--- src/lexer_with_number_conversion_core_assert.svh ---
// Assertion macros shared by the lexer core modules.
// Each macro places one labelled concurrent assertion, reset-disabled.
`ifndef LEXER_WITH_NUMBER_CONVERSION_CORE_ASSERT_SVH
`define LEXER_WITH_NUMBER_CONVERSION_CORE_ASSERT_SVH

// Condition that must hold at every edge outside reset
`define LWNC_ASSERT_ALWAYS(label, clk, rst, cond, msg) \
   label: assert property (@(posedge clk) disable iff (rst) (cond)) else $error(msg);

// Consequent in the same cycle as the antecedent
`define LWNC_ASSERT_SAME(label, clk, rst, ante, cons, msg) \
   label: assert property (@(posedge clk) disable iff (rst) (ante) |-> (cons)) else $error(msg);

// Consequent in the cycle after the antecedent
`define LWNC_ASSERT_NEXT(label, clk, rst, ante, cons, msg) \
   label: assert property (@(posedge clk) disable iff (rst) (ante) |=> (cons)) else $error(msg);

`endif

--- src/lwnc_pkg.sv ---
// Shared types, character constants and digit helpers for the lexer core.
// No dependencies; the lexer, queue, core and bench import this package.
`default_nettype none

package lwnc_pkg;

   localparam logic [7:0] CH_SLASH = 8'h2F;
   localparam logic [7:0] CH_STAR  = 8'h2A;
   localparam logic [7:0] CH_LF    = 8'h0A;
   localparam logic [7:0] CH_LOW_B = 8'h62;
   localparam logic [7:0] CH_LOW_H = 8'h68;

   localparam logic [2:0] CLS_NUMBER = 3'd0;
   localparam logic [2:0] CLS_WORD   = 3'd1;
   localparam logic [2:0] CLS_PUNCT  = 3'd2;
   localparam logic [2:0] CLS_SPACE  = 3'd3;
   localparam logic [2:0] CLS_SHORT  = 3'd4;
   localparam logic [2:0] CLS_LONG   = 3'd5;
   localparam logic [2:0] CLS_OTHER  = 3'd6;

   localparam int QUEUE_DEPTH = 4;
   localparam int PTR_BITS    = $clog2(QUEUE_DEPTH);
   localparam int CNT_BITS    = $clog2(QUEUE_DEPTH + 1);

   typedef struct packed {
      logic [2:0]  token_class;
      logic [15:0] token_length;
      logic [31:0] number_value;
      logic        number_error;
      logic        text_done;
      logic        run_last;
   } rsp_item_type;

   // Results of one accepted item, at most two
   typedef struct packed {
      logic [1:0]   count;
      rsp_item_type first;
      rsp_item_type second;
   } push_type;

   typedef struct packed {
      logic        fault;
      logic [31:0] acc;
   } feed_type;

   typedef struct packed {
      logic       ok;
      logic [3:0] val;
   } hexdig_type;

   function automatic logic is_digit(input logic [7:0] ch);
      return (ch >= 8'h30) && (ch <= 8'h39);
   endfunction

   function automatic logic is_letter(input logic [7:0] ch);
      return ((ch >= 8'h61) && (ch <= 8'h7A)) || ((ch >= 8'h41) && (ch <= 8'h5A))
             || (ch == 8'h5F);
   endfunction

   // : { } . - + * = [ ]
   function automatic logic is_punct(input logic [7:0] ch);
      logic hit;
      case (ch) inside
         8'h3A, 8'h7B, 8'h7D, 8'h2E, 8'h2D, 8'h2B, 8'h2A, 8'h3D, 8'h5B, 8'h5D: hit = 1'b1;
         default: hit = 1'b0;
      endcase
      return hit;
   endfunction

   function automatic logic is_space(input logic [7:0] ch);
      return (ch == 8'h20) || ((ch >= 8'h09) && (ch <= 8'h0D));
   endfunction

   function automatic hexdig_type hex_val(input logic [7:0] ch);
      hexdig_type d;
      d.ok  = 1'b1;
      d.val = 4'd0;
      if (is_digit(ch)) begin
         d.val = 4'(ch - 8'h30);
      end else if ((ch >= 8'h61) && (ch <= 8'h66)) begin
         d.val = 4'(ch - 8'h57);
      end else if ((ch >= 8'h41) && (ch <= 8'h46)) begin
         d.val = 4'(ch - 8'h37);
      end else begin
         d.ok = 1'b0;
      end
      return d;
   endfunction

   function automatic feed_type feed_bin(input logic [31:0] acc, input logic fault,
                                         input logic [7:0] ch);
      feed_type   r;
      hexdig_type d;
      d       = hex_val(ch);
      r.acc   = acc;
      r.fault = fault;
      if (!fault) begin
         if (!d.ok || (d.val > 4'd1) || acc[31]) begin
            r.fault = 1'b1;
         end else begin
            r.acc = {acc[30:0], d.val[0]};
         end
      end
      return r;
   endfunction

   function automatic feed_type feed_hex(input logic [31:0] acc, input logic fault,
                                         input logic [7:0] ch);
      feed_type   r;
      hexdig_type d;
      d       = hex_val(ch);
      r.acc   = acc;
      r.fault = fault;
      if (!fault) begin
         if (!d.ok || (acc[31:28] != 4'd0)) begin
            r.fault = 1'b1;
         end else begin
            r.acc = {acc[27:0], d.val};
         end
      end
      return r;
   endfunction

   // acc * 10 as (acc << 3) + (acc << 1), checked against 32 bits
   function automatic feed_type feed_dec(input logic [31:0] acc, input logic fault,
                                         input logic [7:0] ch);
      feed_type    r;
      hexdig_type  d;
      logic [35:0] v;
      d       = hex_val(ch);
      v       = ({4'd0, acc} << 3) + ({4'd0, acc} << 1) + 36'(d.val);
      r.acc   = acc;
      r.fault = fault;
      if (!fault) begin
         if (!d.ok || (d.val > 4'd9) || (v[35:32] != 4'd0)) begin
            r.fault = 1'b1;
         end else begin
            r.acc = v[31:0];
         end
      end
      return r;
   endfunction

endpackage

`default_nettype wire

--- src/lwnc_channels.sv ---
// Valid/ready channel interfaces for the lexer core: text bytes in, tokens out.
// Depends on nothing.
`default_nettype none

interface lwnc_req_if;
   logic       valid;
   logic       ready;
   logic [7:0] ch;
   logic       end_of_text;

   modport source (output valid, output ch, output end_of_text, input ready);
   modport sink   (input valid, input ch, input end_of_text, output ready);
endinterface

interface lwnc_rsp_if;
   logic        valid;
   logic        ready;
   logic [2:0]  token_class;
   logic [15:0] token_length;
   logic [31:0] number_value;
   logic        number_error;
   logic        text_done;
   logic        run_last;

   modport source (output valid, output token_class, output token_length,
                   output number_value, output number_error, output text_done,
                   output run_last, input ready);
   modport sink   (input valid, input token_class, input token_length,
                   input number_value, input number_error, input text_done,
                   input run_last, output ready);
endinterface

`default_nettype wire

--- src/lexer_with_number_conversion_core.sv ---
// C-style tokenizer with number conversion, one text byte per item.
// req_chan carries ch and end_of_text; rsp_chan carries one token per item:
// class, length, number value, number error, text_done and run_last.
// A token is reported when the byte that ends it arrives, so one byte can
// give zero, one or two tokens; run_last marks the last token of a byte and
// text_done the last token of the text.
// The tokens of a byte enter the result queue when the byte is taken and reach
// rsp_chan from its registers. Throughput: one byte per cycle while the tokens
// drain as fast as they come; the second token of a byte waits behind the first.
// Decoding and the three radix sums sit between the token state registers
// and a four-entry result queue, which also decouples the two channels.
// req_chan.ready is high while the queue has at least two free entries, so bytes
// keep being taken while a finished token waits; a stalled receiver fills the
// queue and then holds req_chan.ready low.
// Reset empties the queue and returns the lexer to no open token.
// LENGTH_BITS sets where token_length saturates (2^LENGTH_BITS-1); the port
// shows its low 16 bits.
`default_nettype none

module lexer_with_number_conversion_core
   import lwnc_pkg::*;
#(
   parameter int LENGTH_BITS = 16
) (
   input  logic       clock,
   input  logic       reset,
   lwnc_req_if.sink   req_chan,
   lwnc_rsp_if.source rsp_chan
);

   push_type push;
   logic     room;

   lwnc_lexer #(
      .LENGTH_BITS (LENGTH_BITS)
   ) u_lexer (
      .clock (clock),
      .reset (reset),
      .req   (req_chan),
      .room  (room),
      .push  (push)
   );

   lwnc_queue u_queue (
      .clock (clock),
      .reset (reset),
      .push  (push),
      .room  (room),
      .rsp   (rsp_chan)
   );

endmodule

`default_nettype wire

--- src/lwnc_lexer.sv ---
// Token state machine and number conversion: one byte per accepted item.
// Uses lwnc_pkg, lwnc_req_if and the assertion macros header.
`default_nettype none
`include "lexer_with_number_conversion_core_assert.svh"

module lwnc_lexer
   import lwnc_pkg::*;
#(
   parameter int LENGTH_BITS = 16
) (
   input  logic     clock,
   input  logic     reset,
   lwnc_req_if.sink req,
   input  logic     room,
   output push_type push
);

   localparam logic [2:0] MODE_IDLE  = 3'd0;
   localparam logic [2:0] MODE_NUM   = 3'd1;
   localparam logic [2:0] MODE_WORD  = 3'd2;
   localparam logic [2:0] MODE_SPACE = 3'd3;
   localparam logic [2:0] MODE_SHORT = 3'd4;
   localparam logic [2:0] MODE_LONG  = 3'd5;

   localparam logic [LENGTH_BITS-1:0] RUN_MAX = '1;

   logic [2:0]             mode_ff, mode_in;
   logic                   slash_ff, slash_in;
   logic                   star_ff, star_in;
   logic [LENGTH_BITS-1:0] run_ff, run_in;
   logic [31:0]            bin_ff, bin_in;
   logic [31:0]            dec_ff, dec_in;
   logic [31:0]            hex_ff, hex_in;
   logic [2:0]             faults_ff, faults_in;
   logic [7:0]             held_ff, held_in;

   logic         step;
   logic         fresh;
   logic         close_now;
   logic         alnum;
   logic [1:0]   n;
   logic [1:0]   last;
   feed_type     fb, fh, fd;
   rsp_item_type items [2];

   function automatic logic [LENGTH_BITS-1:0] grow(input logic [LENGTH_BITS-1:0] r);
      return (r == RUN_MAX) ? r : r + LENGTH_BITS'(1);
   endfunction

   function automatic rsp_item_type plain_item(input logic [2:0] cls);
      rsp_item_type it;
      it              = '0;
      it.token_class  = cls;
      it.token_length = 16'd1;
      return it;
   endfunction

   function automatic rsp_item_type close_item(input logic [2:0] mode,
                                               input logic [LENGTH_BITS-1:0] run,
                                               input logic [7:0] held,
                                               input logic [2:0] faults,
                                               input logic [31:0] b_acc,
                                               input logic [31:0] d_acc,
                                               input logic [31:0] h_acc);
      rsp_item_type           it;
      logic [LENGTH_BITS+15:0] wide;
      wide            = {16'd0, run};
      it              = '0;
      it.token_length = wide[15:0];
      unique case (mode)
         MODE_NUM: begin
            it.token_class = CLS_NUMBER;
            if (held == CH_LOW_B) begin
               it.number_error = faults[0];
               it.number_value = b_acc;
            end else if (held == CH_LOW_H) begin
               it.number_error = faults[2];
               it.number_value = h_acc;
            end else begin
               it.number_error = faults[1];
               it.number_value = d_acc;
            end
            if (it.number_error) begin
               it.number_value = 32'd0;
            end
         end
         MODE_WORD:  it.token_class = CLS_WORD;
         MODE_SPACE: it.token_class = CLS_SPACE;
         MODE_SHORT: it.token_class = CLS_SHORT;
         MODE_LONG:  it.token_class = CLS_LONG;
         default:    it.token_class = CLS_OTHER;
      endcase
      return it;
   endfunction

   // take nothing while reset is held
   assign req.ready = room && !reset;
   assign step      = req.valid && req.ready;

   always_comb begin
      mode_in   = mode_ff;
      slash_in  = slash_ff;
      star_in   = star_ff;
      run_in    = run_ff;
      bin_in    = bin_ff;
      dec_in    = dec_ff;
      hex_in    = hex_ff;
      faults_in = faults_ff;
      held_in   = held_ff;
      fresh     = 1'b1;
      close_now = 1'b0;
      n         = 2'd0;
      last      = 2'd0;
      fb        = '0;
      fh        = '0;
      fd        = '0;
      items[0]  = '0;
      items[1]  = '0;
      alnum     = is_letter(req.ch) || is_digit(req.ch);

      if (slash_in) begin
         slash_in = 1'b0;
         if (req.ch == CH_SLASH) begin
            mode_in = MODE_SHORT;
            run_in  = LENGTH_BITS'(2);
            fresh   = 1'b0;
         end else if (req.ch == CH_STAR) begin
            mode_in = MODE_LONG;
            run_in  = LENGTH_BITS'(2);
            star_in = 1'b0;
            fresh   = 1'b0;
         end else begin
            items[n[0]] = plain_item(CLS_OTHER);
            n           = n + 2'd1;
         end
      end else begin
         unique case (mode_in)
            MODE_NUM, MODE_WORD: begin
               if (alnum) begin
                  run_in = grow(run_in);
                  if (mode_in == MODE_NUM) begin
                     // binary and hex sums lag one character behind
                     fb           = feed_bin(bin_in, faults_in[0], held_in);
                     fh           = feed_hex(hex_in, faults_in[2], held_in);
                     fd           = feed_dec(dec_in, faults_in[1], req.ch);
                     bin_in       = fb.acc;
                     hex_in       = fh.acc;
                     dec_in       = fd.acc;
                     faults_in    = {fh.fault, fd.fault, fb.fault};
                     held_in      = req.ch;
                  end
                  fresh = 1'b0;
               end else begin
                  close_now = 1'b1;
               end
            end
            MODE_SPACE: begin
               if (is_space(req.ch)) begin
                  run_in = grow(run_in);
                  fresh  = 1'b0;
               end else begin
                  close_now = 1'b1;
               end
            end
            MODE_SHORT: begin
               if (req.ch != CH_LF) begin
                  run_in = grow(run_in);
                  fresh  = 1'b0;
               end else begin
                  close_now = 1'b1;
               end
            end
            MODE_LONG: begin
               run_in = grow(run_in);
               fresh  = 1'b0;
               if (star_in && (req.ch == CH_SLASH)) begin
                  close_now = 1'b1;
               end else begin
                  star_in = (req.ch == CH_STAR);
               end
            end
            default: ;
         endcase
      end

      if (close_now) begin
         items[n[0]] = close_item(mode_in, run_in, held_in, faults_in, bin_in, dec_in, hex_in);
         n           = n + 2'd1;
         mode_in     = MODE_IDLE;
         star_in     = 1'b0;
         run_in      = '0;
         bin_in      = 32'd0;
         dec_in      = 32'd0;
         hex_in      = 32'd0;
         faults_in   = 3'd0;
         held_in     = 8'd0;
      end

      if (fresh) begin
         if (is_digit(req.ch)) begin
            mode_in      = MODE_NUM;
            run_in       = LENGTH_BITS'(1);
            fd           = feed_dec(dec_in, faults_in[1], req.ch);
            dec_in       = fd.acc;
            faults_in[1] = fd.fault;
            held_in      = req.ch;
         end else if (is_letter(req.ch)) begin
            mode_in = MODE_WORD;
            run_in  = LENGTH_BITS'(1);
         end else if (is_punct(req.ch)) begin
            items[n[0]] = plain_item(CLS_PUNCT);
            n           = n + 2'd1;
         end else if (is_space(req.ch)) begin
            mode_in = MODE_SPACE;
            run_in  = LENGTH_BITS'(1);
         end else if (req.ch == CH_SLASH) begin
            slash_in = 1'b1;
         end else begin
            items[n[0]] = plain_item(CLS_OTHER);
            n           = n + 2'd1;
         end
      end

      // flush everything open on the final byte
      if (req.end_of_text) begin
         if (mode_in != MODE_IDLE) begin
            items[n[0]] = close_item(mode_in, run_in, held_in, faults_in, bin_in, dec_in,
                                     hex_in);
            n           = n + 2'd1;
         end
         if (slash_in) begin
            items[n[0]] = plain_item(CLS_OTHER);
            n           = n + 2'd1;
         end
         mode_in   = MODE_IDLE;
         slash_in  = 1'b0;
         star_in   = 1'b0;
         run_in    = '0;
         bin_in    = 32'd0;
         dec_in    = 32'd0;
         hex_in    = 32'd0;
         faults_in = 3'd0;
         held_in   = 8'd0;
      end

      if (n != 2'd0) begin
         last                    = n - 2'd1;
         items[last[0]].run_last  = 1'b1;
         items[last[0]].text_done = req.end_of_text;
      end
   end

   always_ff @(posedge clock) begin
      if (reset) begin
         mode_ff   <= MODE_IDLE;
         slash_ff  <= 1'b0;
         star_ff   <= 1'b0;
         run_ff    <= '0;
         bin_ff    <= 32'd0;
         dec_ff    <= 32'd0;
         hex_ff    <= 32'd0;
         faults_ff <= 3'd0;
         held_ff   <= 8'd0;
      end else if (step) begin
         mode_ff   <= mode_in;
         slash_ff  <= slash_in;
         star_ff   <= star_in;
         run_ff    <= run_in;
         bin_ff    <= bin_in;
         dec_ff    <= dec_in;
         hex_ff    <= hex_in;
         faults_ff <= faults_in;
         held_ff   <= held_in;
      end
   end

   assign push.count  = step ? n : 2'd0;
   assign push.first  = items[0];
   assign push.second = items[1];

   `LWNC_ASSERT_SAME(a_slash_only_idle, clock, reset, slash_ff, mode_ff == MODE_IDLE, "pending slash with open token")
   `LWNC_ASSERT_NEXT(a_eot_clears, clock, reset, step && req.end_of_text, (mode_ff == MODE_IDLE) && !slash_ff && (run_ff == '0), "state not cleared after final byte")
   `LWNC_ASSERT_SAME(a_pair_last, clock, reset, push.count == 2'd2, push.second.run_last && !push.first.run_last, "run_last not on second result")

endmodule

`default_nettype wire

--- src/lwnc_queue.sv ---
// Result queue of four token entries; takes up to two per cycle, gives one.
// Uses lwnc_pkg, lwnc_rsp_if and the assertion macros header.
`default_nettype none
`include "lexer_with_number_conversion_core_assert.svh"

module lwnc_queue
   import lwnc_pkg::*;
(
   input  logic       clock,
   input  logic       reset,
   input  push_type   push,
   output logic       room,
   lwnc_rsp_if.source rsp
);

   rsp_item_type          entries_ff [QUEUE_DEPTH];
   logic [PTR_BITS-1:0]   wr_ff;
   logic [PTR_BITS-1:0]   rd_ff;
   logic [PTR_BITS-1:0]   wr_next;
   logic [CNT_BITS-1:0]   count_ff;
   logic                  pop;
   rsp_item_type          head;

   assign pop     = rsp.valid && rsp.ready;
   assign wr_next = wr_ff + PTR_BITS'(1);
   // room for the worst case of two results per item
   assign room    = count_ff <= CNT_BITS'(QUEUE_DEPTH - 2);

   always_ff @(posedge clock) begin
      if (reset) begin
         wr_ff    <= '0;
         rd_ff    <= '0;
         count_ff <= '0;
      end else begin
         wr_ff    <= wr_ff + PTR_BITS'(push.count);
         rd_ff    <= rd_ff + PTR_BITS'(pop);
         count_ff <= count_ff + CNT_BITS'(push.count) - CNT_BITS'(pop);
      end
   end

   always_ff @(posedge clock) begin
      if (push.count != 2'd0) begin
         entries_ff[wr_ff] <= push.first;
      end
      if (push.count == 2'd2) begin
         entries_ff[wr_next] <= push.second;
      end
   end

   assign head             = entries_ff[rd_ff];
   assign rsp.valid        = count_ff != '0;
   assign rsp.token_class  = head.token_class;
   assign rsp.token_length = head.token_length;
   assign rsp.number_value = head.number_value;
   assign rsp.number_error = head.number_error;
   assign rsp.text_done    = head.text_done;
   assign rsp.run_last     = head.run_last;

   `LWNC_ASSERT_ALWAYS(a_count_bound, clock, reset, count_ff <= CNT_BITS'(QUEUE_DEPTH), "queue count above depth")
   `LWNC_ASSERT_SAME(a_push_fits, clock, reset, push.count != 2'd0, room, "push into full queue")
   `LWNC_ASSERT_NEXT(a_pop_only, clock, reset, pop && (push.count == 2'd0), count_ff == $past(count_ff) - CNT_BITS'(1), "count not reduced by lone pop")

endmodule

`default_nettype wire

--- src/flat_wrapper.sv ---
// flat-port wrapper written by rule: the top's interface ports become plain ports
module lexer_with_number_conversion_core_flat import lwnc_pkg::*;
#(
   parameter int LENGTH_BITS = 16
)
  (clock, reset, req_chan_valid, req_chan_ch, req_chan_end_of_text, req_chan_ready, rsp_chan_valid, rsp_chan_token_class, rsp_chan_token_length, rsp_chan_number_value, rsp_chan_number_error, rsp_chan_text_done, rsp_chan_run_last, rsp_chan_ready);
  lwnc_req_if req_chan_i ();
  lwnc_rsp_if rsp_chan_i ();
  input  logic clock;
  input  logic reset;
  input wire logic [$bits(req_chan_i.valid)-1:0] req_chan_valid;
  input wire logic [$bits(req_chan_i.ch)-1:0] req_chan_ch;
  input wire logic [$bits(req_chan_i.end_of_text)-1:0] req_chan_end_of_text;
  output wire logic [$bits(req_chan_i.ready)-1:0] req_chan_ready;
  output wire logic [$bits(rsp_chan_i.valid)-1:0] rsp_chan_valid;
  output wire logic [$bits(rsp_chan_i.token_class)-1:0] rsp_chan_token_class;
  output wire logic [$bits(rsp_chan_i.token_length)-1:0] rsp_chan_token_length;
  output wire logic [$bits(rsp_chan_i.number_value)-1:0] rsp_chan_number_value;
  output wire logic [$bits(rsp_chan_i.number_error)-1:0] rsp_chan_number_error;
  output wire logic [$bits(rsp_chan_i.text_done)-1:0] rsp_chan_text_done;
  output wire logic [$bits(rsp_chan_i.run_last)-1:0] rsp_chan_run_last;
  input wire logic [$bits(rsp_chan_i.ready)-1:0] rsp_chan_ready;
  assign req_chan_i.valid = req_chan_valid;
  assign req_chan_i.ch = req_chan_ch;
  assign req_chan_i.end_of_text = req_chan_end_of_text;
  assign req_chan_ready = req_chan_i.ready;
  assign rsp_chan_valid = rsp_chan_i.valid;
  assign rsp_chan_token_class = rsp_chan_i.token_class;
  assign rsp_chan_token_length = rsp_chan_i.token_length;
  assign rsp_chan_number_value = rsp_chan_i.number_value;
  assign rsp_chan_number_error = rsp_chan_i.number_error;
  assign rsp_chan_text_done = rsp_chan_i.text_done;
  assign rsp_chan_run_last = rsp_chan_i.run_last;
  assign rsp_chan_i.ready = rsp_chan_ready;
  lexer_with_number_conversion_core #(.LENGTH_BITS(LENGTH_BITS)) u_core (.clock(clock), .reset(reset), .req_chan(req_chan_i), .rsp_chan(rsp_chan_i));
endmodule
--- config.mk ---
export PLATFORM = sky130hd
export DESIGN_NAME = lexer_with_number_conversion_core_flat
export DESIGN_NICKNAME = d
export VERILOG_FILES = /design/src/lwnc_pkg.sv /design/src/lwnc_channels.sv /design/src/lexer_with_number_conversion_core.sv /design/src/lwnc_lexer.sv /design/src/lwnc_queue.sv /design/src/flat_wrapper.sv
export VERILOG_INCLUDE_DIRS = /design/src /design/src/src
export SDC_FILE = /design/constraint.sdc
export NUM_CORES = 1
export LEC_CHECK = 0
export BUFFER_PORTS_ARGS = -buffer_cell sky130_fd_sc_hd__buf_2
export CAP_MARGIN = 0
export CORE_MARGIN = 1
export CORE_UTILIZATION = 54
export DETAILED_ROUTE_END_ITERATION = 8
export GPL_TIMING_DRIVEN = 0
export PLACE_DENSITY = 0.71
export SLEW_MARGIN = 30
export SYNTH_ARGS = -nofsm -noshare
export SYNTH_HDL_FRONTEND = slang
export SYNTH_SLANG_ARGS = --single-unit
export TNS_END_PERCENT = 100
--- constraint.sdc ---
create_clock -name clock -period 17.1 [get_ports clock]
set_input_delay 1.71 -clock clock [delete_from_list [all_inputs] [get_ports clock]]
set_output_delay 1.71 -clock clock [all_outputs]
set_load 0.1 [all_outputs]
======== After elaboration in Yosys (flattened, before gate mapping) ========
Memories as Yosys holds them, arrays and structs flattened. A register that Yosys moved wholly into a read port is not among the register bits.
Cells that the tools add are included.
operators by class
  add/subtract/negate cells ............... 21
  magnitude comparators ................... 30
  eq/ne operators ......................... 38
  mux-type cells .......................... 205
  bitwise operators ....................... 14
  reductions and logical operators ........ 44
operators with widths
  operator                                                                           count
  108-bit two-way mux                                                                12
  32-bit two-way mux                                                                 26
  33-bit two-way mux                                                                 18
  108-bit bitwise mux                                                                4
  54-bit two-way mux                                                                 7
  54-bit demux with 1-bit select                                                     6
  16-bit two-way mux                                                                 14
  102-bit AND                                                                        2
  102-bit inverter                                                                   2
  104-bit AND                                                                        1
  104-bit inverter                                                                   1
  35-bit by 33-bit adder with 36-bit output                                          2
  36-bit by 4-bit adder with 36-bit output                                           2
  8-bit by 7-bit == test with 1-bit output (second input constant)                   9
  8-bit by 6-bit == test with 1-bit output (second input constant)                   8
  4-bit two-way mux                                                                  16
  8-bit two-way mux                                                                  8
  16-bit one-hot mux with 4 select lines                                             1
  3-bit two-way mux                                                                  19
  1-bit two-way mux                                                                  55
  8-bit by 7-bit less-or-equal comparator with 1-bit output (second input constant)  6
  8-bit by 7-bit >= comparator with 1-bit output (second input constant)             4
  2-bit two-way mux                                                                  15
  3-bit one-hot mux with 5 select lines                                              2
  other kinds (39)                                                                   112
storage, ports and cells
  flip-flop bits (word level) ............. 135
  memory bits (writable) .................. 216
  bits of input ports ..................... 13
  output and inout bits ................... 56
  memories kept ........................... 1
memories
  name                       words  bits a word  read ports  clocked after memory_dff  write ports  line              source
  u_core.u_queue.entries_ff  4      54           1           1                         2            lwnc_queue.sv:16  rsp_item_type entries_ff [QUEUE_DEPTH];

======== Depth between registers and ports, before layout ========
Gate-level depths: netlist (run 1).
  depth in word-level cells ............... 45
  gate-level depth with buffers ........... 40
  depth with buffers taken out ............ 35

======== Cells and area by module ========
Synthesis (run 1) repeated with hierarchy kept, for this count alone.
second synthesis, totals
  cells, all modules ...................... 2643
  area, all modules ....................... 26025.0 um^2
by module, submodules not included
  module      instances  cells an instance  area each (um^2)
  lwnc_lexer  1          2075               14747.9
  lwnc_queue  1          568                11277.1

======== Worst setup path after synthesis (run 1) ========
Ideal clock, no wire load.
  path kind ............................... input to register
  from .................................... input port req_chan_ch[0]
  to ...................................... memory u_core.u_queue.entries_ff[0][20] (netlist name) (data pin)
  data arrival time ....................... 10.270 ns
  slack ................................... 6.559 ns
  stages .................................. 38
  path through ............................ clkbuf_1 inv_1 ha_1 nor3b_1 a2111oi_0 a41oi_1 or3_1 o22ai_1 a22o_1 ha_1 ha_1 inv_1 fa_1 nor2b_1 o31ai_1 a211oi_1 o2111a_1 a211o_1 [... 2 more ...] o31ai_1 a21oi_1 inv_1 fa_1 inv_1 fa_1 a211oi_1 o21ai_0 a41o_1 o2111a_1 or2_2 a311oi_4 nor3_4 and3_1 buf_4 a221o_1 a32oi_1 a21oi_1
RTL lines
  item         line                source
  from (decl)  flat_wrapper.sv:12  input wire logic [$bits(req_chan_i.ch)-1:0] req_chan_ch;
  to (decl)    lwnc_queue.sv:16

==> summary.md, run 1 <==
| Metric | Value |
|---|---|
| Worst path arrival time | roughly 14000 ps |
| Clock transition at the registers of the reported paths | approximately 60 ps |
| Final Total Pwr | between 2 and 3 mW |
| Largest net degree at the start of global routing | 18 |
| Critical-path maximum fanout | 10 |
| Setup violations, final | 0 |
| Worst-case reg-to-reg path depth | 29 |
| Number of enable-type register cells in the synthesized netlist | approximately 220 |
| Die outline width | around 220 um |
| Worst setup path category | input pin to flop |
| Source-to-sink clock delay at the later pin of the worst-skew pair | 590 ps |
| Max H-tree Level | 2 |
| Utilization of the core after routing | 60.7% |
| Delay-heaviest family, CP | compound AO/OA/AOI/OAI gates |
| Clock network power share | 35.1% |
| Fraction of final layout cells sized beyond drive strength 1 | 12.2% |
| Combinational Power Share | between 20% and 30% |
| Via count of the first global-routing pass | around 24000 |
| Count of buffers inserted at the top-level ports | 65 |
| Critical-path cell with the highest stage delay | sky130_fd_sc_hd__a222oi_1 |
| Placeable core region | 47600 sq um |
| CP required | approximately 17000 ps |
| Total nets after synthesis | a little over 3000 |
| Std-Cell Rows | 80 |
| DR WL/cell | ~29 um |
| Slew Limit Headroom | 28.6% |
| Remaining number of nets flagged by the antenna check after routing | 0 |
| Count of hold buffers inserted by post-cts repair | 0 |
| P per Cell Area | approximately 93 nW/um^2 |
| Worst reg2reg startpoint | u_core.u_lexer.dec_ff[0]$_SDFFE_PP0P_ |
| Number of hold violations in the final report | 0 |
| Final HPWL DP | 82.7 mm |
| Wire length of the first global-routing pass | around 150 mm |
| Clock buffers created by TritonCTS | 40 |
| Most common flop cell mapped by yosys | sky130_fd_sc_hd__edfxtp_1 |
| Depth of the worst hold-timing path | 2 |
| Placed cell areas | 27500 sq um |
| Pins Over Slew Limit | 0 |
| Net switching power | about 1 mW |
| Worst supply voltage drop on vdd | 95.3 uV |
| Worst Hold Path EP | u_core.u_lexer.hex_ff[29]$_SDFFE_PP0P_ |
| Clk sink count | 351 |
| Buffering stage count on the worst path with inverters included | 7 |
| Highest clock rate | between 70 and 80 MHz |
| Clock tree from TritonCTS | built |
| Stage delay of the slowest cell on the critical path | about 800 ps |
| Total congestion overflow after global routing | 0 |
| Met2 track demand over resource | approximately 63% |
| Final standard cell area without fillers | ~29000 sq um |
| Period minus WS final | between 10000 and 15000 ps |
| CTS Root Buffer Type | sky130_fd_sc_hd__clkbuf_16 |
| Total routed wirelength | 105 mm |
| Initial cell density of the core | 54.6% |
| Most heavily used metal layer in global routing | met2 |
| Maximum clock path buffer count | 3 |
| Final TNS setup | 0 ps |
| Count of max-cap constraint violations | 0 |
| Met3 GRT Util | under 10% |
| Startpoint types | input pin |
| Routability Congestion | about 1.1 |
| Setup crit end kind | flop |
| Gr usage total | roughly two fifths |
| Floorplan die height | approximately 220 um |
| Number of nets at the end of the flow | roughly 3200 |
| Slack of the worst reg-to-reg path | approximately 6600 ps |
| Mapped Area | roughly 26000 sq um |
| Part of the cycle the worst path needs | 81.1% |
| Type of the tightest min-delay check | flop to flop |
| Post-CTS Setup Bufs | 0 |
| Gate Count Post-Synth | 2918 |
| Yosys warning count | 0 |
| Critical Path Most Common Cell | sky130_fd_sc_hd__fa_1 |
| Register bit count reported by yosys | 351 |
| Vias post-DR | roughly 26000 |
| Antenna violations before repair | 2 |
| Cts repair resizes | 0 |
| DR iter-0 viols | approximately 3600 |
| Design internal power | between 1.5 and 2 mW |
| Via-to-Cell Ratio | 7.04 |
| Static power due to leakage | between 10 and 15 nW |
| Count of boundary I/O pins | just under 70 |
| Die footprint | a little under 50000 sq um |
| Setup repair after global routing missed its margin | no |
| Drc violations | 0 |
| Layout Area Growth over Synthesis | 11.2% |
| Met1 Use GR | about 58% |
| Skew final | between 20 and 30 ps |
| Hold Startpoint | u_core.u_lexer.hex_ff[25]$_SDFFE_PP0P_ |
| Synth unique cells | about 100 |
| Switching share of power | about two fifths |
| Average size of a mapped cell | roughly 8.9 sq um |
| Status | completed |
| Initial DRT Pass Iterations | 8 |
| Sequential group share of total power | between 30% and 40% |
| Slew at the pin closest to its max-slew limit | 1070 ps |
| Seq/Total Area, Yosys | a little over a third |
| Reg-to-reg critical path endpoint | u_core.u_queue.entries_ff[1][34]$_DFFE_PP_ |
| Async set or reset register ratio after synthesis | 0% |
[cell usage in the layout (no fill, tap or decap), types with 28 or more instances in the layout]
cell type / n
sky130_fd_sc_hd__buf_4: 28
sky130_fd_sc_hd__xnor2_1: 49
sky130_fd_sc_hd__and3_1: 28
sky130_fd_sc_hd__mux2i_1: 80
sky130_fd_sc_hd__nor3_1: 50
sky130_fd_sc_hd__buf_2: 121
sky130_fd_sc_hd__ha_1: 140
sky130_fd_sc_hd__a21o_1: 35
sky130_fd_sc_hd__nor2_1: 312
sky130_fd_sc_hd__nand2_1: 235
sky130_fd_sc_hd__o22ai_1: 31
sky130_fd_sc_hd__nand4_1: 34
sky130_fd_sc_hd__dfxtp_1: 135
sky130_fd_sc_hd__nand3_1: 53
sky130_fd_sc_hd__edfxtp_1: 216
sky130_fd_sc_hd__mux4_2: 54
sky130_fd_sc_hd__a21oi_1: 380
sky130_fd_sc_hd__a22oi_1: 99
sky130_fd_sc_hd__clkbuf_1: 141
sky130_fd_sc_hd__mux2_2: 34
sky130_fd_sc_hd__o21ai_0: 176
sky130_fd_sc_hd__inv_1: 60
sky130_fd_sc_hd__clkbuf_16: 40
[synth_stat cells (all sizes together), types with 24 or more instances]
master  number  area [sq um]
edfxtp     216          6490
a21o        35           263
o22ai       31           194
xnor2       49           429
nor2       314          1190
a22oi       99           743
mux4        54          1220
a21oi      382          1920
o211ai      27           203
inv         60           225
a32oi       25           241
mux2i       80           801
ha         140          1750
clkbuf     136           510
nand4       34           213
nand3       56           303
mux2        34           383
a31oi       24           178
dfxtp      135          2700
buf         83           424
o21ai      192           968
nor3        55           308
and3        28           175
nand2      235           882
o31ai       28           210
and2        28           175
[logic make-up (layout without fill, tap and decap cells)]
group                    count (synthesis)  in the layout  share of synthesized area (%)
XOR/XNOR                                66             66                           2.22
AND/OR/NAND/NOR                        868            868                           15.7
other                                    0              1                              0
AO/OA/AOI/OAI                         1040           1040                           25.9
flip-flops                             351            351                           35.3
multiplexers                           168            168                           9.23
buffers and inverters                  280            443                           4.48
adder cells (fa/ha/maj)                145            145                           7.12
[state kept, by name, indices dropped and copies added (netlist names)]
signal / cells
u_core.u_queue.entries_ff: 216
u_core.u_lexer.bin_ff: 32
u_core.u_lexer.dec_ff: 32
u_core.u_lexer.hex_ff: 32
u_core.u_lexer.run_ff: 16
u_core.u_lexer.held_ff: 8
u_core.u_lexer.faults_ff: 3
u_core.u_lexer.mode_ff: 3
u_core.u_queue.count_ff: 3
u_core.u_queue.rd_ff: 2
u_core.u_queue.wr_ff: 2
u_core.u_lexer.slash_ff: 1
u_core.u_lexer.star_ff: 1
[worst max path at each step]
stage	from	to	slack, ps	cells after the start
final	req_chan_ch[0]	u_core.u_queue.entries_ff[1][34]$_DFFE_PP_	3240	34
after global placement	req_chan_ch[0]	u_core.u_queue.entries_ff[0][34]$_DFFE_PP_	3080	33
after floorplan	req_chan_ch[0]	u_core.u_queue.entries_ff[0][20]$_DFFE_PP_	6560	38
after CTS	req_chan_ch[0]	u_core.u_queue.entries_ff[0][34]$_DFFE_PP_	3650	33
after detailed placement	req_chan_ch[0]	u_core.u_queue.entries_ff[0][34]$_DFFE_PP_	3090	33
after global routing	req_chan_ch[0]	u_core.u_queue.entries_ff[0][34]$_DFFE_PP_	2570	37
[area by class of cell]
class	instances	area, sq um
Multi-Input combinational cell	2287	15700
Clock buffer	49	1050
Buffer	219	941
Timing Repair Buffer	89	626
Antenna cell	1	2.50
Fill cell	4159	18700
Clock inverter	25	363
Sequential cell	351	9190
Tap cell	615	769
Inverter	61	229
[through the flow]
step | cells | hold WS [ps] | setup slack [ps]
6_report | 3697 | 503 | 3240
5_1_grt | 3697 | 518 | 2570
4_1_cts | 3696 | 496 | 3650
3_5_place_dp | 3622 | 482 | 3090
3_3_place_gp | 3598 | 488 | 3080
2_1_floorplan | 2918 | 451 | 6560
[routing by layer]
layer | routed length (um) | share of wire, %
met4 | 5560 | 5.3
met1 | 42100 | 40
met3 | 12800 | 12
met5 | 0 | 0
met2 | 44900 | 43
[worst reg2reg max path, delay by kind of cell (launching register included)]
| kind | cells | cell delay (ps) |
|---|---|---|
| compound gates | 12 | 4870 |
| fa+ha+maj | 4 | 1820 |
| buf+inv | 6 | 1300 |
| flops | 1 | 410 |
| simple gates | 7 | 1800 |
[power groups by stage]
| stage | Clock (mW) | Sequential, mW | Combinational [mW] |
|---|---|---|---|
| after floorplan | 0 | 0.959 | 0.636 |
| after global placement | 0 | 0.965 | 0.775 |
| after detailed placement | 0 | 0.958 | 0.794 |
| after CTS | 0.938 | 0.940 | 0.796 |
| after global routing | 0.969 | 0.942 | 0.824 |
| final | 0.940 | 0.940 | 0.799 |
No activity file was read; power rests on OpenSTA's default activity.
==> inputs of run 2 (changes only) <==
--- a/config.mk
+++ b/config.mk
@@ -12,7 +12,7 @@
 export CORE_UTILIZATION = 54
 export DETAILED_ROUTE_END_ITERATION = 8
 export GPL_TIMING_DRIVEN = 0
-export PLACE_DENSITY = 0.71
+export PLACE_DENSITY = 0.73
 export SLEW_MARGIN = 30
 export SYNTH_ARGS = -nofsm -noshare
 export SYNTH_HDL_FRONTEND = slang
==> constraint.sdc (replaced) <==
create_clock -name clock -period 12.45 [get_ports clock]
set_input_delay 1.245 -clock clock [delete_from_list [all_inputs] [get_ports clock]]
set_output_delay 1.245 -clock clock [all_outputs]
set_load 0.1 [all_outputs]
==> run 2 against run 1 <==
Against the previous run:
- die area unchanged
- critical endpoint is now u_core.u_queue.entries_ff[0][8]$_DFFE_PP_
- cell count unchanged
- count of clock-buffer cells in the layout decreased by 5
- non-clock buffer count increased by 3
- hold slack got worse by 6.9 ps
- critical path depth increased by 3
- via count decreased by 0.59%
==> summary.md, run 2 (synthesis gave the netlist of run 1 again) <==
| Metric | Value |
|---|---|
| Critical-path cell with the highest stage delay | sky130_fd_sc_hd__a32oi_1 |
| Destination of the critical timing path | u_core.u_queue.entries_ff[0][8]$_DFFE_PP_ |
| Met3 GRT Util | 9.39% (+1.1 points) |
| P per Cell Area | 124 nW/um^2 (+33%) |
| Total congestion overflow after global routing | 0 (unchanged) |
| Skew final | 18.5 ps (-9.04 ps) |
| Number of hold violations in the final report | 0 (unchanged) |
| Stage delay of the slowest cell on the critical path | 640 ps (-160 ps) |
| Placeable core region | 47600 sq um (unchanged) |
| Setup violations, final | 0 (unchanged) |
| Sequential group share of total power | 36.2% (+1.1 points) |
| Pins Over Slew Limit | 0 (unchanged) |
| Layout Area Growth over Synthesis | 11.0% |
| DR WL/cell | 27.9 um (-2.3%) |
| Clk sink count | 351 (unchanged) |
| Most heavily used metal layer in global routing | met2 |
| Register with the highest flop count | u_core.u_queue.entries_ff |
| Routability Congestion | 1.05 (-1.3%) |
| Setup slack after layout | 376 ps (-2860 ps) |
| Floorplan die height | 221 um (unchanged) |
| Design internal power | 2.18 mW (+32%) |
| Source-to-sink clock delay at the later pin of the worst-skew pair | 590 ps (about the same) |
| Period minus WS final | 12070 ps |
| Drc violations | 0 (unchanged) |
| Remaining number of nets flagged by the antenna check after routing | 0 (unchanged) |
| Critical-path maximum fanout | 13 (+3) |
| Count of buffers inserted at the top-level ports | 65 (unchanged) |
| Final standard cell area without fillers | 28900 sq um (-0.13%) |
| Vias post-DR | 25900 (-0.59%) |
| Worst supply voltage drop on vdd | 147 uV (+54%) |
| Slew at the pin closest to its max-slew limit | 1090 ps (+21.1 ps) |
| Net switching power | 1.38 mW (+35%) |
| Largest net degree at the start of global routing | 19 (+1) |
| Via count of the first global-routing pass | 23900 (-0.63%) |
| Status | completed |
| Gr usage total | 41.0% (-0.92 points) |
| Fraction of final layout cells sized beyond drive strength 1 | 12.7% (+0.48 points) |
| Clock buffers created by TritonCTS | 39 (-2.5%) |
| Final TNS setup | 0 ps (unchanged) |
| Count of max-cap constraint violations | 0 (unchanged) |
| Slack of the worst reg-to-reg path | 2690 ps (-3890 ps) |
| Highest clock rate | about 83 MHz |
| CTS Root Buffer Type | sky130_fd_sc_hd__clkbuf_16 |
| Worst-case reg-to-reg path depth | 30 (+3.4%) |
| Via-to-Cell Ratio | 6.99 (-0.59%) |
| Met1 Use GR | 55.9% (-1.9 points) |
| Clock tree from TritonCTS | built |
| Initial DRT Pass Iterations | 6 (-2) |
| Type of the tightest min-delay check | flop to flop |
| CP required | 12740 ps (-4650 ps) |
| Switching share of power | 38.8% (+0.68 points) |
| Static power due to leakage | 11.3 nW (-0.30%) |
| Utilization of the core after routing | 60.6% (-0.076 points) |
| Std-Cell Rows | 80 (unchanged) |
| Clock transition at the registers of the reported paths | 60 ps (about the same) |
| Slew Limit Headroom | 26.4% (-2.2 points) |
| Final-layout worst hold slack | 497 ps (-6.93 ps) |
| Die footprint | 49000 sq um (unchanged) |
| Placed cell areas | 27400 sq um (about the same) |
| Worst reg2reg startpoint | u_core.u_lexer.dec_ff[0]$_SDFFE_PP0P_ |
| Antenna violations before repair | 2 (unchanged) |
| Worst setup path category | input pin to flop |
| Setup crit end kind | flop |
| Maximum clock path buffer count | 3 (unchanged) |
| Startpoint types | input pin |
| Commonest non-fill, non-tap cell in the layout | sky130_fd_sc_hd__a21oi_1 |
| Initial cell density of the core | 54.6% (unchanged) |
| Setup Slack @ Placement | -1190 ps (-4280 ps) |
| Count of boundary I/O pins | 69 (unchanged) |
| Worst Setup SP | req_chan_ch[0] |
| Diode insertion count for antenna repair | 0 (-1) |
| Wire length of the first global-routing pass | 152 mm (-2.0%) |
| Filler Cells Inserted | 4157 (-0.048%) |
| Clock network power share | 33.2% (-1.9 points) |
| Number of nets at the end of the flow | 3209 (+0.062%) |
| Part of the cycle the worst path needs | 97.0% |
| Total routed wirelength | 103 mm (-2.3%) |
| Die outline width | 221 um (unchanged) |
| Worst path arrival time | 12360 ps (-1790 ps) |
| Max H-tree Level | 2 (unchanged) |
| DR iter-0 viols | 3950 (+8.3%) |
| Most used cells in the layout excluding fill and tap cells | sky130_fd_sc_hd__a21oi_1, sky130_fd_sc_hd__nor2_1, sky130_fd_sc_hd__nand2_1 |
| Met2 track demand over resource | 61.7% (-1.4 points) |
| Reg-to-reg critical path endpoint | u_core.u_queue.entries_ff[0][8]$_DFFE_PP_ |
| Final HPWL DP | 80.5 mm (-2.6%) |
| Combinational Power Share | 30.6% (+0.8 points) |
| Max reg flops | 216 (unchanged) |
-- run 2: cell types whose count changed in the layout (fill, tap and decap cells not counted), sizes merged --
cell and change:
buf +3, diode -1, bufinv -3, clkinv +9
clkinvlp -3, clkbuf -5
-- run 2: per-stage QoR --
step / instances / total power, mW
2_1_floorplan: 2918 / 2.19
3_3_place_gp: 3598 / 2.39
3_5_place_dp: 3621 / 2.40
4_1_cts: 3694 / 3.55
5_1_grt: 3697 / 3.64
6_report: 3697 / 3.57
-- run 2: layout make-up --
class,instances,area [sq um],area share [%]
Multi-Input combinational cell,2287,15800,54.8
Sequential cell,351,9190,31.8
Clock buffer,44,995,3.45
Buffer,218,938,3.25
Tap cell,615,769,2.67
Timing Repair Buffer,93,647,2.24
Clock inverter,28,277,0.958
Inverter,61,229,0.793
-- run 2: repair_timing --
action / in CTS / in global routing
pin swaps: 1 / 2
hold buffers: 0 / 0
gates resized for setup: 1 / 18
setup buffers: 2 / 3
endpoints found under the setup margin: 83 / 142
-- run 2: critical path, delay by kind of cell --
family | cells | cell delay (ps)
compound gates | 17 | 5520
fa+ha+maj | 5 | 2140
buf+inv | 8 | 1470
simple gates | 7 | 1930
-- run 2: power groups by stage --
stage | Sequential [mW] | Combinational, mW | Clock [mW]
floorplan | 1.32 | 0.874 | 0
global placement | 1.33 | 1.06 | 0
detailed placement | 1.32 | 1.08 | 0
CTS | 1.29 | 1.09 | 1.18
global route | 1.29 | 1.12 | 1.22
finish | 1.29 | 1.09 | 1.18
-- run 2: how the worst min path moves through the flow --
stage	from	endpoint	slack (ps)	depth (start not counted)
2_1_floorplan	u_core.u_lexer.faults_ff[1]$_SDFFE_PP0P_	u_core.u_lexer.faults_ff[1]$_SDFFE_PP0P_	450	2
3_3_place_gp	u_core.u_lexer.hex_ff[25]$_SDFFE_PP0P_	u_core.u_lexer.hex_ff[29]$_SDFFE_PP0P_	480	2
3_5_place_dp	u_core.u_lexer.hex_ff[25]$_SDFFE_PP0P_	u_core.u_lexer.hex_ff[29]$_SDFFE_PP0P_	480	2
4_1_cts	u_core.u_lexer.hex_ff[25]$_SDFFE_PP0P_	u_core.u_lexer.hex_ff[29]$_SDFFE_PP0P_	490	2
5_1_grt	u_core.u_lexer.hex_ff[25]$_SDFFE_PP0P_	u_core.u_lexer.hex_ff[29]$_SDFFE_PP0P_	520	2
6_report	u_core.u_lexer.hex_ff[25]$_SDFFE_PP0P_	u_core.u_lexer.hex_ff[29]$_SDFFE_PP0P_	500	2
-- run 2: routing by layer --
layer	wire length (um)	part of all wire [%]	vias to the layer above
met1	40900	40	12400
met5	18	0.017	-
met3	12500	12	302
met2	44000	43	1809
li1	-	-	11400
met4	5540	5.4	4
